**src/tcoe_pkg.sv**
```systemverilog
package tcoe_pkg;

  localparam int POS_W      = 14;
  localparam int REGION_W   = 15;
  localparam int CIDX_W     = 2;
  localparam int OP_W       = 2;
  localparam int BYTE_W     = 8;
  localparam int CFG_IDX_W  = 1;
  localparam int CFG_DATA_W = 15;
  localparam int SUM_W      = POS_W + 2;

  localparam int QDEPTH  = 2;
  localparam int QPTR_W  = 1;
  localparam int QCNT_W  = QPTR_W + 1;

  localparam logic [REGION_W-1:0] REGION_RESET = 15'd5461;
  localparam logic [BYTE_W-1:0]   ATTR_RESET   = 8'd7;

  localparam logic [OP_W-1:0] OP_PUT         = 2'd0;
  localparam logic [OP_W-1:0] OP_SCROLL_UP   = 2'd1;
  localparam logic [OP_W-1:0] OP_SCROLL_DOWN = 2'd2;
  localparam logic [OP_W-1:0] OP_SELECT      = 2'd3;

  localparam logic [BYTE_W-1:0] CH_NEWLINE   = 8'd10;
  localparam logic [BYTE_W-1:0] CH_BACKSPACE = 8'd8;
  localparam logic [BYTE_W-1:0] CH_BLANK     = 8'h20;

  localparam logic [POS_W-1:0] CRTC_START_H  = 14'd12;
  localparam logic [POS_W-1:0] CRTC_START_L  = 14'd13;
  localparam logic [POS_W-1:0] CRTC_CURSOR_H = 14'd14;
  localparam logic [POS_W-1:0] CRTC_CURSOR_L = 14'd15;

  localparam logic KIND_CELL = 1'b0;
  localparam logic KIND_CRTC = 1'b1;

  localparam logic [CFG_IDX_W-1:0] CFG_REGION = 1'b0;
  localparam logic [CFG_IDX_W-1:0] CFG_ATTR   = 1'b1;

  typedef enum logic [2:0] {
    IK_NEWLINE,
    IK_BACKSPACE,
    IK_PRINT,
    IK_SCROLL_UP,
    IK_SCROLL_DOWN,
    IK_SELECT
  } item_kind_t;

  typedef struct packed {
    item_kind_t               kind;
    logic [CIDX_W-1:0]        console;
    logic [BYTE_W-1:0]        ch;
  } item_t;

  typedef enum logic [3:0] {
    BS_IDLE,
    BS_DIV,
    BS_MUL,
    BS_CHAR,
    BS_CELL,
    BS_CHECK,
    BS_SCROLL,
    BS_CUR_H,
    BS_CUR_L,
    BS_START_H,
    BS_START_L
  } back_state_t;

endpackage

```
**src/text_console_output_engine.sv**
```systemverilog
// Text console output engine: virtual consoles sharing one video memory.
// Request channel (item_valid / item_stall): opcode, console_index and
// char_code. Put character, scroll up, scroll down or select console.
// Requests naming a console at or above NUM_CONSOLES are taken and dropped.
// A two-entry queue takes requests while the sequencer works on earlier ones.
// Result channel (result_valid / result_stall): video cell writes and CRTC
// register writes, one at a time, from an output register; last marks the
// final result of a request. When the receiver stalls, the result holds and
// the sequencer waits; the queue keeps accepting until it is full.
// Every request ends with cursor register writes, followed by view start
// register writes when it names the active console; a put that moves the
// cursor past the end of the view scrolls it down and writes them twice.
// Configuration (cfg_valid / cfg_ready, always ready): index 0 region size in
// cells, saturated to VMEM_CELLS / NUM_CONSOLES; index 1 character attribute.
// Write it only while no request is in flight.
// Reset: region size 5461, attribute 7, console 0 active, every cursor and
// view start at the base of its region, queue and output empty.
module text_console_output_engine #(
  parameter int NUM_CONSOLES = 3,
  parameter int SCREEN_COLS  = 80,
  parameter int SCREEN_CELLS = 2000,
  parameter int VMEM_CELLS   = 16384
) (
  input  logic                              clk,
  input  logic                              rst,
  input  logic                              item_valid,
  output logic                              item_stall,
  input  logic [tcoe_pkg::OP_W-1:0]         opcode,
  input  logic [tcoe_pkg::CIDX_W-1:0]       console_index,
  input  logic [tcoe_pkg::BYTE_W-1:0]       char_code,
  output logic                              result_valid,
  input  logic                              result_stall,
  output logic                              kind,
  output logic [tcoe_pkg::POS_W-1:0]        address,
  output logic [tcoe_pkg::BYTE_W-1:0]       byte_value,
  output logic [tcoe_pkg::BYTE_W-1:0]       attribute,
  output logic                              last,
  input  logic                              cfg_valid,
  output logic                              cfg_ready,
  input  logic [tcoe_pkg::CFG_IDX_W-1:0]    cfg_index,
  input  logic [tcoe_pkg::CFG_DATA_W-1:0]   cfg_data
);
  import tcoe_pkg::*;

  localparam int CAP = VMEM_CELLS / NUM_CONSOLES;

  logic [REGION_W-1:0] region_cells;
  logic [REGION_W-1:0] region;
  logic [BYTE_W-1:0]   char_attr;
  item_t               head;
  logic                head_valid;
  logic                pop;

  assign cfg_ready = 1'b1;
  assign region    = (region_cells > REGION_W'(CAP)) ? REGION_W'(CAP) : region_cells;

  always_ff @(posedge clk) begin
    if (rst) begin
      region_cells <= REGION_RESET;
      char_attr    <= ATTR_RESET;
    end else if (cfg_valid && cfg_ready) begin
      case (cfg_index)
        CFG_REGION: region_cells <= cfg_data[REGION_W-1:0];
        CFG_ATTR:   char_attr    <= cfg_data[BYTE_W-1:0];
        default:    region_cells <= region_cells;
      endcase
    end
  end

  tcoe_front #(
    .NUM_CONSOLES (NUM_CONSOLES)
  ) u_front (
    .clk           (clk),
    .rst           (rst),
    .item_valid    (item_valid),
    .item_stall    (item_stall),
    .opcode        (opcode),
    .console_index (console_index),
    .char_code     (char_code),
    .head          (head),
    .head_valid    (head_valid),
    .pop           (pop)
  );

  tcoe_back #(
    .NUM_CONSOLES (NUM_CONSOLES),
    .SCREEN_COLS  (SCREEN_COLS),
    .SCREEN_CELLS (SCREEN_CELLS),
    .VMEM_CELLS   (VMEM_CELLS)
  ) u_back (
    .clk          (clk),
    .rst          (rst),
    .head         (head),
    .head_valid   (head_valid),
    .pop          (pop),
    .region       (region),
    .char_attr    (char_attr),
    .result_valid (result_valid),
    .result_stall (result_stall),
    .kind         (kind),
    .address      (address),
    .byte_value   (byte_value),
    .attribute    (attribute),
    .last         (last)
  );

`ifndef SYNTHESIS
  a_pop_nonempty: assert property (@(posedge clk) disable iff (rst)
    pop |-> head_valid)
    else $error("queue popped while empty");

  a_crtc_fields: assert property (@(posedge clk) disable iff (rst)
    result_valid && kind == KIND_CRTC |-> attribute == '0 &&
      (address == CRTC_START_H || address == CRTC_START_L ||
       address == CRTC_CURSOR_H || address == CRTC_CURSOR_L))
    else $error("CRTC write with bad register or attribute");

  a_cell_not_last: assert property (@(posedge clk) disable iff (rst)
    result_valid && kind == KIND_CELL |-> !last)
    else $error("cell write marked as final result");
`endif

endmodule

```
**src/tcoe_front.sv**
```systemverilog
module tcoe_front #(
  parameter int NUM_CONSOLES = 3
) (
  input  logic                          clk,
  input  logic                          rst,
  input  logic                          item_valid,
  output logic                          item_stall,
  input  logic [tcoe_pkg::OP_W-1:0]     opcode,
  input  logic [tcoe_pkg::CIDX_W-1:0]   console_index,
  input  logic [tcoe_pkg::BYTE_W-1:0]   char_code,
  output tcoe_pkg::item_t               head,
  output logic                          head_valid,
  input  logic                          pop
);
  import tcoe_pkg::*;

  item_t              queue [QDEPTH];
  item_t              entry;
  logic [QPTR_W-1:0]  wr_ptr;
  logic [QPTR_W-1:0]  rd_ptr;
  logic [QCNT_W-1:0]  count;
  logic               full;
  logic               in_range;
  logic               push;

  always_comb begin
    entry.console = console_index;
    entry.ch      = char_code;
    case (opcode)
      OP_PUT: begin
        if (char_code == CH_NEWLINE) begin
          entry.kind = IK_NEWLINE;
        end else if (char_code == CH_BACKSPACE) begin
          entry.kind = IK_BACKSPACE;
        end else begin
          entry.kind = IK_PRINT;
        end
      end
      OP_SCROLL_UP:   entry.kind = IK_SCROLL_UP;
      OP_SCROLL_DOWN: entry.kind = IK_SCROLL_DOWN;
      default:        entry.kind = IK_SELECT;
    endcase
  end

  assign full       = (count == QCNT_W'(QDEPTH));
  assign in_range   = ({1'b0, console_index} < (CIDX_W + 1)'(NUM_CONSOLES));
  assign push       = item_valid && !full && in_range;
  assign item_stall = full;
  assign head_valid = (count != '0);
  assign head       = queue[rd_ptr];

  always_ff @(posedge clk) begin
    if (rst) begin
      wr_ptr <= '0;
      rd_ptr <= '0;
      count  <= '0;
    end else begin
      if (push) begin
        wr_ptr <= wr_ptr + 1'b1;
      end
      if (pop) begin
        rd_ptr <= rd_ptr + 1'b1;
      end
      case ({push, pop})
        2'b10:   count <= count + 1'b1;
        2'b01:   count <= count - 1'b1;
        default: count <= count;
      endcase
    end
  end

  always_ff @(posedge clk) begin
    if (push) begin
      queue[wr_ptr] <= entry;
    end
  end

endmodule

```
**src/tcoe_back.sv**
```systemverilog
module tcoe_back #(
  parameter int NUM_CONSOLES = 3,
  parameter int SCREEN_COLS  = 80,
  parameter int SCREEN_CELLS = 2000,
  parameter int VMEM_CELLS   = 16384
) (
  input  logic                            clk,
  input  logic                            rst,
  input  tcoe_pkg::item_t                 head,
  input  logic                            head_valid,
  output logic                            pop,
  input  logic [tcoe_pkg::REGION_W-1:0]   region,
  input  logic [tcoe_pkg::BYTE_W-1:0]     char_attr,
  output logic                            result_valid,
  input  logic                            result_stall,
  output logic                            kind,
  output logic [tcoe_pkg::POS_W-1:0]      address,
  output logic [tcoe_pkg::BYTE_W-1:0]     byte_value,
  output logic [tcoe_pkg::BYTE_W-1:0]     attribute,
  output logic                            last
);
  import tcoe_pkg::*;

  localparam int IDX_W      = (NUM_CONSOLES > 1) ? $clog2(NUM_CONSOLES) : 1;
  localparam int CAP        = VMEM_CELLS / NUM_CONSOLES;
  localparam int RST_REGION = (int'(REGION_RESET) > CAP) ? CAP : int'(REGION_RESET);
  localparam int DIV_SHIFT  = 24;
  localparam int DIV_MULT   = (1 << DIV_SHIFT) / SCREEN_COLS + 1;
  localparam int MULT_W     = $clog2(DIV_MULT + 1);
  localparam int PROD_W     = POS_W + MULT_W;
  localparam int QUOT_W     = $clog2(((1 << POS_W) - 1) / SCREEN_COLS + 2);
  localparam int COLS_W     = $clog2(SCREEN_COLS + 1);
  localparam int NL_W       = QUOT_W + 1 + COLS_W;
  localparam int ADD_W      = ((NL_W > POS_W) ? NL_W : POS_W) + 1;

  localparam logic [MULT_W-1:0] MULT_C = MULT_W'(DIV_MULT);
  localparam logic [SUM_W-1:0]  COLS_S = SUM_W'(SCREEN_COLS);
  localparam logic [SUM_W-1:0]  CELLS_S = SUM_W'(SCREEN_CELLS);
  localparam logic [POS_W-1:0]  COLS_P = POS_W'(SCREEN_COLS);

  back_state_t        state;
  back_state_t        state_next;
  logic [POS_W-1:0]   cursor [NUM_CONSOLES];
  logic [POS_W-1:0]   view   [NUM_CONSOLES];
  logic [IDX_W-1:0]   active;
  logic               match;
  logic               more;

  item_kind_t         ikind;
  logic [IDX_W-1:0]   n_w;
  logic [BYTE_W-1:0]  ch_w;
  logic [POS_W-1:0]   base_w;
  logic [POS_W-1:0]   cur_w;
  logic [POS_W-1:0]   view_w;
  logic [QUOT_W-1:0]  quot;
  logic [POS_W-1:0]   nl_pos;
  logic [POS_W-1:0]   cell_addr;
  logic [BYTE_W-1:0]  cell_byte;

  logic [IDX_W-1:0]   head_n;
  logic [POS_W-1:0]   head_base;
  logic [POS_W-1:0]   diff;
  logic [PROD_W-1:0]  prod;
  logic [NL_W-1:0]    nl_step;
  logic [ADD_W-1:0]   nl_sum;
  logic [SUM_W-1:0]   lim;
  logic [SUM_W-1:0]   view_end;
  logic               scroll_hit;
  logic               out_free;

  logic               cur_we;
  logic [POS_W-1:0]   cur_new;
  logic               view_we;
  logic [POS_W-1:0]   view_new;
  logic               emit;
  logic               e_kind;
  logic [POS_W-1:0]   e_addr;
  logic [BYTE_W-1:0]  e_byte;
  logic [BYTE_W-1:0]  e_attr;
  logic               e_last;

  assign head_n     = head.console[IDX_W-1:0];
  assign head_base  = POS_W'(head_n * region);
  assign diff       = cur_w - base_w;
  assign prod       = PROD_W'(diff) * PROD_W'(MULT_C);
  assign nl_step    = NL_W'(NL_W'(quot) + 1'b1) * NL_W'(SCREEN_COLS);
  assign nl_sum     = ADD_W'(base_w) + ADD_W'(nl_step);
  assign lim        = SUM_W'(base_w) + SUM_W'(region);
  assign view_end   = SUM_W'(view_w) + CELLS_S;
  assign scroll_hit = (SUM_W'(cur_w) >= view_end);
  assign out_free   = !result_valid || !result_stall;

  always_ff @(posedge clk) begin
    if (rst) begin
      state <= BS_IDLE;
    end else begin
      state <= state_next;
    end
  end

  always_comb begin
    state_next = state;
    pop        = 1'b0;
    cur_we     = 1'b0;
    cur_new    = cur_w;
    view_we    = 1'b0;
    view_new   = view_w;
    emit       = 1'b0;
    e_kind     = KIND_CRTC;
    e_addr     = CRTC_CURSOR_H;
    e_byte     = '0;
    e_attr     = '0;
    e_last     = 1'b0;
    case (state)
      BS_IDLE: begin
        if (head_valid) begin
          pop = 1'b1;
          case (head.kind)
            IK_NEWLINE:                   state_next = BS_DIV;
            IK_BACKSPACE, IK_PRINT:       state_next = BS_CHAR;
            IK_SCROLL_UP, IK_SCROLL_DOWN: state_next = BS_SCROLL;
            default:                      state_next = BS_CUR_H;
          endcase
        end
      end
      BS_DIV: state_next = BS_MUL;
      BS_MUL: state_next = BS_CHAR;
      BS_CHAR: begin
        state_next = BS_CHECK;
        case (ikind)
          IK_NEWLINE: begin
            if (SUM_W'(cur_w) + COLS_S < lim) begin
              cur_we  = 1'b1;
              cur_new = nl_pos;
            end
          end
          IK_BACKSPACE: begin
            if (cur_w > base_w) begin
              cur_we     = 1'b1;
              cur_new    = cur_w - 1'b1;
              state_next = BS_CELL;
            end
          end
          default: begin
            if (SUM_W'(cur_w) + SUM_W'(1) < lim) begin
              cur_we     = 1'b1;
              cur_new    = cur_w + 1'b1;
              state_next = BS_CELL;
            end
          end
        endcase
      end
      BS_CELL: begin
        if (out_free) begin
          emit       = 1'b1;
          e_kind     = KIND_CELL;
          e_addr     = cell_addr;
          e_byte     = cell_byte;
          e_attr     = char_attr;
          state_next = BS_CHECK;
        end
      end
      BS_CHECK: begin
        state_next = scroll_hit ? BS_SCROLL : BS_CUR_H;
      end
      BS_SCROLL: begin
        state_next = BS_CUR_H;
        if (ikind == IK_SCROLL_UP) begin
          if (view_w > base_w) begin
            view_we  = 1'b1;
            view_new = view_w - COLS_P;
          end
        end else if (view_end < lim) begin
          view_we  = 1'b1;
          view_new = view_w + COLS_P;
        end
      end
      BS_CUR_H: begin
        if (out_free) begin
          emit       = 1'b1;
          e_addr     = CRTC_CURSOR_H;
          e_byte     = BYTE_W'(cur_w >> 8);
          state_next = BS_CUR_L;
        end
      end
      BS_CUR_L: begin
        if (out_free) begin
          emit   = 1'b1;
          e_addr = CRTC_CURSOR_L;
          e_byte = cur_w[BYTE_W-1:0];
          e_last = !match && !more;
          if (match) begin
            state_next = BS_START_H;
          end else begin
            state_next = more ? BS_CUR_H : BS_IDLE;
          end
        end
      end
      BS_START_H: begin
        if (out_free) begin
          emit       = 1'b1;
          e_addr     = CRTC_START_H;
          e_byte     = BYTE_W'(view_w >> 8);
          state_next = BS_START_L;
        end
      end
      BS_START_L: begin
        if (out_free) begin
          emit       = 1'b1;
          e_addr     = CRTC_START_L;
          e_byte     = view_w[BYTE_W-1:0];
          e_last     = !more;
          state_next = more ? BS_CUR_H : BS_IDLE;
        end
      end
      default: state_next = BS_IDLE;
    endcase
  end

  always_ff @(posedge clk) begin
    if (rst) begin
      active <= '0;
      match  <= 1'b0;
      more   <= 1'b0;
      for (int i = 0; i < NUM_CONSOLES; i++) begin
        cursor[i] <= POS_W'(i * RST_REGION);
        view[i]   <= POS_W'(i * RST_REGION);
      end
    end else begin
      if (pop) begin
        more  <= 1'b0;
        match <= (head.kind == IK_SELECT) || (head_n == active);
        if (head.kind == IK_SELECT) begin
          active <= head_n;
        end
      end else if (state == BS_CHECK && scroll_hit) begin
        more <= 1'b1;
      end else if (emit && state_next == BS_CUR_H) begin
        more <= 1'b0;
      end
      if (cur_we) begin
        cursor[n_w] <= cur_new;
      end
      if (view_we) begin
        view[n_w] <= view_new;
      end
    end
  end

  always_ff @(posedge clk) begin
    if (pop) begin
      ikind  <= head.kind;
      n_w    <= head_n;
      ch_w   <= head.ch;
      base_w <= head_base;
      cur_w  <= cursor[head_n];
      view_w <= view[head_n];
    end else begin
      if (cur_we) begin
        cur_w <= cur_new;
      end
      if (view_we) begin
        view_w <= view_new;
      end
    end
    if (state == BS_DIV) begin
      quot <= QUOT_W'(prod >> DIV_SHIFT);
    end
    if (state == BS_MUL) begin
      nl_pos <= nl_sum[POS_W-1:0];
    end
    if (state == BS_CHAR) begin
      cell_addr <= (ikind == IK_BACKSPACE) ? cur_w - 1'b1 : cur_w;
      cell_byte <= (ikind == IK_BACKSPACE) ? CH_BLANK : ch_w;
    end
  end

  always_ff @(posedge clk) begin
    if (rst) begin
      result_valid <= 1'b0;
    end else if (emit) begin
      result_valid <= 1'b1;
    end else if (!result_stall) begin
      result_valid <= 1'b0;
    end
  end

  always_ff @(posedge clk) begin
    if (emit) begin
      kind       <= e_kind;
      address    <= e_addr;
      byte_value <= e_byte;
      attribute  <= e_attr;
      last       <= e_last;
    end
  end

endmodule

```
**config.mk**
```make
export PLATFORM = sky130hd
export DESIGN_NAME = text_console_output_engine
export DESIGN_NICKNAME = d
export VERILOG_FILES = /design/src/tcoe_pkg.sv /design/src/text_console_output_engine.sv /design/src/tcoe_front.sv /design/src/tcoe_back.sv
export SDC_FILE = /design/constraint.sdc
export NUM_CORES = 1
export LEC_CHECK = 0
export BUFFER_PORTS_ARGS = -buffer_cell sky130_fd_sc_hd__buf_2
export CAP_MARGIN = 30
export CORE_MARGIN = 10
export CORE_UTILIZATION = 30
export DETAILED_ROUTE_END_ITERATION = 8
export PLACE_DENSITY_LB_ADDON = 0.25
export SYNTH_ARGS = -nofsm -noshare
export SYNTH_HDL_FRONTEND = slang
export SYNTH_SLANG_ARGS = --single-unit
```
**constraint.sdc**
```tcl
create_clock -name clk -period 8.97 [get_ports clk]
set_input_delay 1.3455 -clock clk [delete_from_list [all_inputs] [get_ports clk]]
set_output_delay 1.3455 -clock clk [all_outputs]
set_load 0.03 [all_outputs]
```
==> After elaboration in Yosys (flattened, before gate mapping) <==
Memory sizes are Yosys's and may differ from the RTL's. A register that Yosys moved wholly into a read port is not among the register bits.
Index checks and enable logic that the tools add are counted.
{ "word_totals": {"in_bits": 33, "mem_bits_rw": 110, "memories": 3, "reg_bits": 167, "elab_cells": 196} }
{ "memory_table": {"columns": ["name", "words", "word_bits", "read_ports", "rd_ports_with_merged_regs", "wr", "line_no", "source"], "rows": [
  ["u_back.cursor", 3, 14, 1, 0, 3, "tcoe_back.sv:43", "logic [POS_W-1:0] cursor [NUM_CONSOLES];"],
  ["u_back.view", 3, 14, 1, 0, 3, "tcoe_back.sv:44", "logic [POS_W-1:0] view [NUM_CONSOLES];"],
  ["u_front.queue", 2, 13, 1, 1, 1, "tcoe_front.sv:17", "item_t queue [QDEPTH];"]
]} }
{ "classes": {"order_cmp": 8, "bitwise": 1, "mul": 3, "mux": 83, "n_addsub": 15, "n_eq_ne": 27, "n_reduce_logical": 31} }
{ "op_table": {"columns": ["op", "n"], "rows": [
  ["2-to-1 mux 14 bit", 16],
  ["one-hot mux 14 bit (4 select lines)", 1],
  ["< comparator 16 bit", 3],
  ["one-hot mux 4 bit (11 select lines)", 1],
  ["one-hot mux 8 bit (5 select lines)", 1],
  ["2-to-1 mux 1 bit", 37],
  ["multiplier 14 x 16 -> 30 bit (second input constant)", 1],
  ["> comparator 14 bit", 2],
  ["2-to-1 mux 4 bit", 7],
  ["one-hot mux 14 bit (2 select lines)", 1],
  ["OR reduction 14 bit", 2],
  ["2-to-1 mux 8 bit", 3],
  ["equality test 4 x 3 -> 1 bit (second input constant)", 5],
  ["one-hot mux 3 bit (3 select lines)", 2],
  ["adder 14 x 15 -> 16 bit", 1],
  ["equality test 8 x 4 -> 1 bit (second input constant)", 2],
  ["greater-or-equal comparator 14 x 16 -> 1 bit", 1],
  ["multiplier 16 x 3 -> 10 bit (second input constant)", 1],
  ["adder 14 x 1 -> 15 bit (second input constant)", 1],
  ["adder 14 x 11 -> 15 bit (second input constant)", 1],
  ["adder 14 x 7 -> 15 bit (second input constant)", 1],
  ["> comparator 15 x 13 -> 1 bit (second input constant)", 1],
  ["multiplier 2 x 15 -> 14 bit", 1],
  ["2-to-1 mux 15 bit", 1],
  ["38 further kinds", 75]
]} }

==> Longest topological paths before layout <==
{ "depth": {"ltp_word": 12, "mapped_depth": 31, "mapped_depth_nobuf": 31} }

==> Hierarchy <==
A second synthesis with hierarchy kept.
{ "hier_totals": {"hier_cells": 2052, "area_unflattened_um2": 21650.8} }
{ "modules_own_cells": {"columns": ["module", "area_per_inst_um2", "n_inst", "cells_each"], "rows": [
  ["tcoe_back", 19411.1, 1, 1849],
  ["tcoe_front", 1203.7, 1, 72],
  ["text_console_output_engine", 1036.0, 1, 131]
]} }

==> Worst setup path before layout <==
Ideal clock, no wire load.
{ "synth_timing": {"kind": "register -> register", "from": "reg u_back.cur_w[1]", "to": "reg u_back.quot[7] (data pin)", "setup_slack_ns": 0.511, "stages_incl_launch_ff": 29, "n_path_buf": 0, "synth_period_minus_slack_ns": 8.459, "t_arrival_ns": 8.200, "cell_sequence": "edfxtp_1 -> ha_1 -> nor2b_1 -> o21ai_0 -> a21boi_1 -> o21ai_0 -> a21boi_1 -> o21ai_0 -> a21oi_1 -> o41ai_1 -> or4b_2 -> o211ai_1 -> ha_1 -> fa_1 -> fa_1 -> fa_1 -> fa_1 -> fa_1 -> ha_1 -> a21o_1 -> a21o_1 -> a211o_1 -> o211ai_1 -> a31oi_1 -> o41ai_1 -> o2111ai_1 -> a21o_1 -> a21oi_1 -> xnor2_1"} }
{ "synth_via": {"elab_chain_len": 2} }
{ "synth_rtl": {"columns": ["element", "line_no", "source"], "rows": [
  ["start: declaration", "tcoe_back.sv:53", "logic [POS_W-1:0] cur_w;"],
  ["start signal: assignment", "tcoe_back.sv:256", "cur_w <= cursor[head_n];"],
  ["start signal: assignment", "tcoe_back.sv:260", "cur_w <= cur_new;"],
  ["subtractor 14 bit", "tcoe_back.sv:84", "assign diff = cur_w - base_w;"],
  ["multiplier 14 x 16 -> 30 bit", "tcoe_back.sv:85", "assign prod = PROD_W'(diff) * PROD_W'(MULT_C);"],
  ["named net u_back.prod[31]", "tcoe_back.sv:63", "logic [PROD_W-1:0] prod;"],
  ["end signal: assignment", "tcoe_back.sv:267", "quot <= QUOT_W'(prod >> DIV_SHIFT);"],
  ["end: declaration", "tcoe_back.sv:55", "logic [QUOT_W-1:0] quot;"]
]} }
The timed path passes the listed nets, and every way through them passes these cells.
A chain may end at the register's enable or synchronous reset.

==> Worst setup path in the final report <==
{ "layout_timing": {"from": "reg u_back.base_w[1]", "to": "reg u_back.quot[7] (data pin)"} }
{ "layout_via": {"elab_chain_len": 2} }
{ "layout_rtl": {"columns": ["element", "line_no", "source"], "rows": [
  ["start: declaration", "tcoe_back.sv:52", "logic [POS_W-1:0] base_w;"],
  ["start signal: assignment", "tcoe_back.sv:255", "base_w <= head_base;"],
  ["subtractor 14 bit", "tcoe_back.sv:84", null],
  ["multiplier 14 x 16 -> 30 bit", "tcoe_back.sv:85", null],
  ["named net u_back.prod[31]", "tcoe_back.sv:63", null]
]} }
The timed path passes the listed nets, and every way through them passes these cells.

==> impl_metrics.ini <==
[critical_path]
crit_arrival_ns = 8.73
startpoint_type = register
timing.rr.start = u_back.base_w[1]
criticalPathCategory = register to register
worstSetupEndpointType = register
worst-r2r-cell-count = 30
cpPeakStageDelay_ns = 0.65
worstReg2RegEnd = u_back.quot[7]
path_max_fanout = 3
worstPathBufferInverterCount = 2
reg2reg_slack_ns = 0.54
cp_slowest_cell = sky130_fd_sc_hd__fa_2
crit_family = adder cells
cpMostUsedCell = sky130_fd_sc_hd__fa_1
critical_path_required_ns = 9.27

[clock_tree]
worst_setup_hold_path_clk_slew_ns = 0.06
cts_tree = built
cts_buffers = 37
h_tree_lvls = 2
ctsHoldBuffers = 0
root_buffer = sky130_fd_sc_hd__clkbuf_16
cts-root-to-sink-buffers = 3
clk_latency_ns = 0.57
clkSinkCount = 306

[sta]
worstMarginPinSlew_ns = 0.943
setup_tns_ns = 0
layout_worst_path_cycle_share_pct = 94.0
fin_skew_ns = 0.0321
worst_slew_margin_rel_pct = 36.6
setup_violations = 0
clock.fmax_mhz = 119
slew_violations = 0
finalHoldViolations = 0
post-route-min-period_ns = 8.43

[min_path]
hold_class = register to register
timing.hold.worst.start = char_attr[6]
whs_path_depth = 2
worst_hold_path.endpoint = char_attr[6]

[routing]
drt.antenna.violating_nets = 0
total_routed_length_mm = 62.3
dr_total_vias = 16200
viasPerCell = 5.08
route.detailed.drc = 0
drt_pass1_iterations = 5
post_drt_wl_per_cell_um = 19.5
drt_iter0_markers = 1114

[synth]
average_size_of_a_mapped_cell_um2 = 10.0
dominantRegCellSynth = sky130_fd_sc_hd__edfxtp_1
netlist.top_cell.by_area = sky130_fd_sc_hd__edfxtp_1
synth_cell_types = 89
postSynth.asyncResetShare_pct = 0
synth.top_cell.area_share_pct = 37.6
synth_cells = 2148
mappedNetlistArea_mm2 = 0.0215
yosysSeqAreaShare_pct = 41.1
ys_ff_latch = 306
number_of_synthesized_flops_with_an_enable_pin = 269
synth.area.top_cells = sky130_fd_sc_hd__edfxtp_1 (38%), sky130_fd_sc_hd__ha_1 (14%), sky130_fd_sc_hd__fa_1 (5.5%)
synth.yosys.warnings = 0
synth.net_count = 2478

[finish]
multiInputGateArea_mm2 = 0.0116
insertedDiodeCount = 0
post_route_cells_drive_above_1_share_pct = 10.3
layout.area.seq_mm2 = 0.00882
design.final.nets = 2546
areaGrowthSynthToFinish_pct = 12.7
n_fill_cell = 7227

[die]
die-height_um = 288
starting_density_of_the_core_pct = 30.2
rows = 98
die-area_mm2 = 0.0827
floorplan.core_area_mm2 = 0.0712
top_level_ports = 68
die-width_um = 288

[placed_design]
routabilityCongestion = 0.904
dpl.hpwl_mm = 47.4
port_buffers = 66

[global_route]
vias_in_the_first_global_route = 16200
overflow = 0
antenna_found_initial = 1
grt_first_pass_wirelength_mm = 95.5
gr_util_all_layers_pct = 14.8
grt_max_degree = 61

[run]
max_cap_viol_count = 0

[run_status]
status = complete, no violations
==> final cells by class <==
type	count	share of cell area, %
multi-input combinational	1563	47.8
sequential	306	36.4
tap	950	4.91
clock buffer	48	4.17
inverter	195	3.02
timing repair buffer	113	2.92
clock inverter	20	0.749
==> synthesized netlist by cell type, drive strengths merged (4+ instances only) <==
cell,instances
mux4,4
a2111oi,6
a211o,6
a31oi,17
o2111ai,5
fa,59
xnor2,90
nand3b,11
nand3,78
inv,195
a211oi,18
nand2,264
mux2i,4
o21a,7
or2,13
a21o,36
o31ai,8
and2,36
dfxtp,37
and3,14
a22oi,27
mux2,10
nor4,10
buf,16
a21boi,8
or3,5
nor3,31
a21oi,122
nand4,13
nor2,183
o21bai,15
nor2b,19
and4,6
o21ai,73
o211a,4
xor2,42
o41ai,7
o211ai,8
nand2b,24
edfxtp,269
clkbuf,68
ha,238
==> how the worst max path moves through the flow <==
stage | start | to | slack, ns | cells past startpoint
floorplan | u_back.cur_w[1] | u_back.quot[7] | 0.51 | 28
detailed placement | u_back.base_w[1] | u_back.quot[7] | 0.29 | 30
finish | u_back.base_w[1] | u_back.quot[7] | 0.54 | 30
global placement | u_back.base_w[1] | u_back.quot[7] | 0.25 | 30
CTS | u_back.base_w[1] | u_back.quot[7] | 0.25 | 30
global route | u_back.base_w[1] | u_back.quot[7] | -0.004 | 30
==> registers in the layout (all words and copies together) (netlist names), 2 cells and up, named ones only <==
register and cells:
char_attr 8, region_cells 15, u_back.active 2, u_back.address 14
u_back.attribute 8, u_back.base_w 14, u_back.byte_value 8, u_back.cell_addr 14
u_back.cell_byte 8, u_back.ch_w 8, u_back.cur_w 14, u_back.cursor 56
u_back.ikind 3, u_back.n_w 2, u_back.nl_pos 14, u_back.quot 8
u_back.state 4, u_back.view 56, u_back.view_w 14, u_front.count 2
u_front.queue 26
==> repair_timing <==
action	4_1_cts	5_1_grt
resized for setup	0	4
endpoints found under the setup margin	0	2
buffers inserted	0	2
==> cell families after synthesis <==
logic type | after synthesis | share of synthesized area (%)
simple gates | 716 | 15.4
fa+ha+maj | 297 | 19.4
buf+inv | 279 | 5.28
other cells | 2 | 0.0350
mux | 18 | 1.15
xor+xnor | 132 | 5.42
compound gates | 398 | 12.3
flops | 306 | 41.1
==> routing by layer <==
layer  routed length [um]  track usage [%]
met1                28900             20.5
met3                 2960             1.50
met4                 1750             4.71
met2                28700             23.7
met5                    0                0
==> cells in the final DEF, fill, tap and decap left out, types with 6 or more instances in the layout <==
master                      Yosys  layout
sky130_fd_sc_hd__a211oi_1      17      17
sky130_fd_sc_hd__clkinv_2       0       8
sky130_fd_sc_hd__buf_4          1      43
sky130_fd_sc_hd__buf_2          9      66
sky130_fd_sc_hd__nand3_1       77      77
sky130_fd_sc_hd__clkbuf_1      60       9
sky130_fd_sc_hd__nand2b_1      24      24
sky130_fd_sc_hd__o31ai_1        8       8
sky130_fd_sc_hd__a22oi_1       26      26
sky130_fd_sc_hd__o211ai_1       6       6
sky130_fd_sc_hd__clkbuf_16      0      39
sky130_fd_sc_hd__and3_1        13      13
sky130_fd_sc_hd__o21ai_0       71      70
sky130_fd_sc_hd__a211o_1        6       6
sky130_fd_sc_hd__nand4_1       11      11
sky130_fd_sc_hd__mux2_2         9       9
sky130_fd_sc_hd__nor3_1        31      30
sky130_fd_sc_hd__or2_2         11      11
sky130_fd_sc_hd__nand3b_1      11      11
sky130_fd_sc_hd__ha_1         238     238
sky130_fd_sc_hd__nand2_1      264     264
sky130_fd_sc_hd__xor2_1        42      42
sky130_fd_sc_hd__a21oi_1      119     119
sky130_fd_sc_hd__nor2b_1       19      19
sky130_fd_sc_hd__nor2_1       183     183
sky130_fd_sc_hd__fa_1          59      58
sky130_fd_sc_hd__nor4_1        10       9
sky130_fd_sc_hd__dfxtp_1       37      37
sky130_fd_sc_hd__inv_1        194     193
sky130_fd_sc_hd__xnor2_1       89      89
sky130_fd_sc_hd__a31oi_1       17      17
sky130_fd_sc_hd__o21bai_1      15      15
sky130_fd_sc_hd__and2_1        35      35
sky130_fd_sc_hd__a21o_1        33      33
sky130_fd_sc_hd__edfxtp_1     269     269
sky130_fd_sc_hd__o21a_1         7       7
==> tightest hold or removal path, stage by stage, from the launching register on <==
cell and delay (ns):
sky130_fd_sc_hd__dfxtp_1 0.30, sky130_fd_sc_hd__nand2_1 0.05, sky130_fd_sc_hd__a21oi_1 0.05
==> per-stage QoR <==
| stage | util, % | area [um2] | hold slack, ns | std cells | setup slack (ns) |
|---|---|---|---|---|---|
| floorplan | - | 21500 | 0.429 | 2148 | 0.511 |
| global placement | 32.2 | 22900 | 0.442 | 3121 | 0.254 |
| detailed placement | 32.3 | 23000 | 0.443 | 3125 | 0.292 |
| CTS | 34.0 | 24200 | 0.450 | 3193 | 0.245 |
| global route | 34.0 | 24200 | 0.474 | 3195 | -0.00433 |
| finish | 34.0 | 24200 | 0.454 | 3195 | 0.539 |
Power is not shown: default switching activity piles up to over one toggle a cycle in this logic, so the estimate is an artifact.
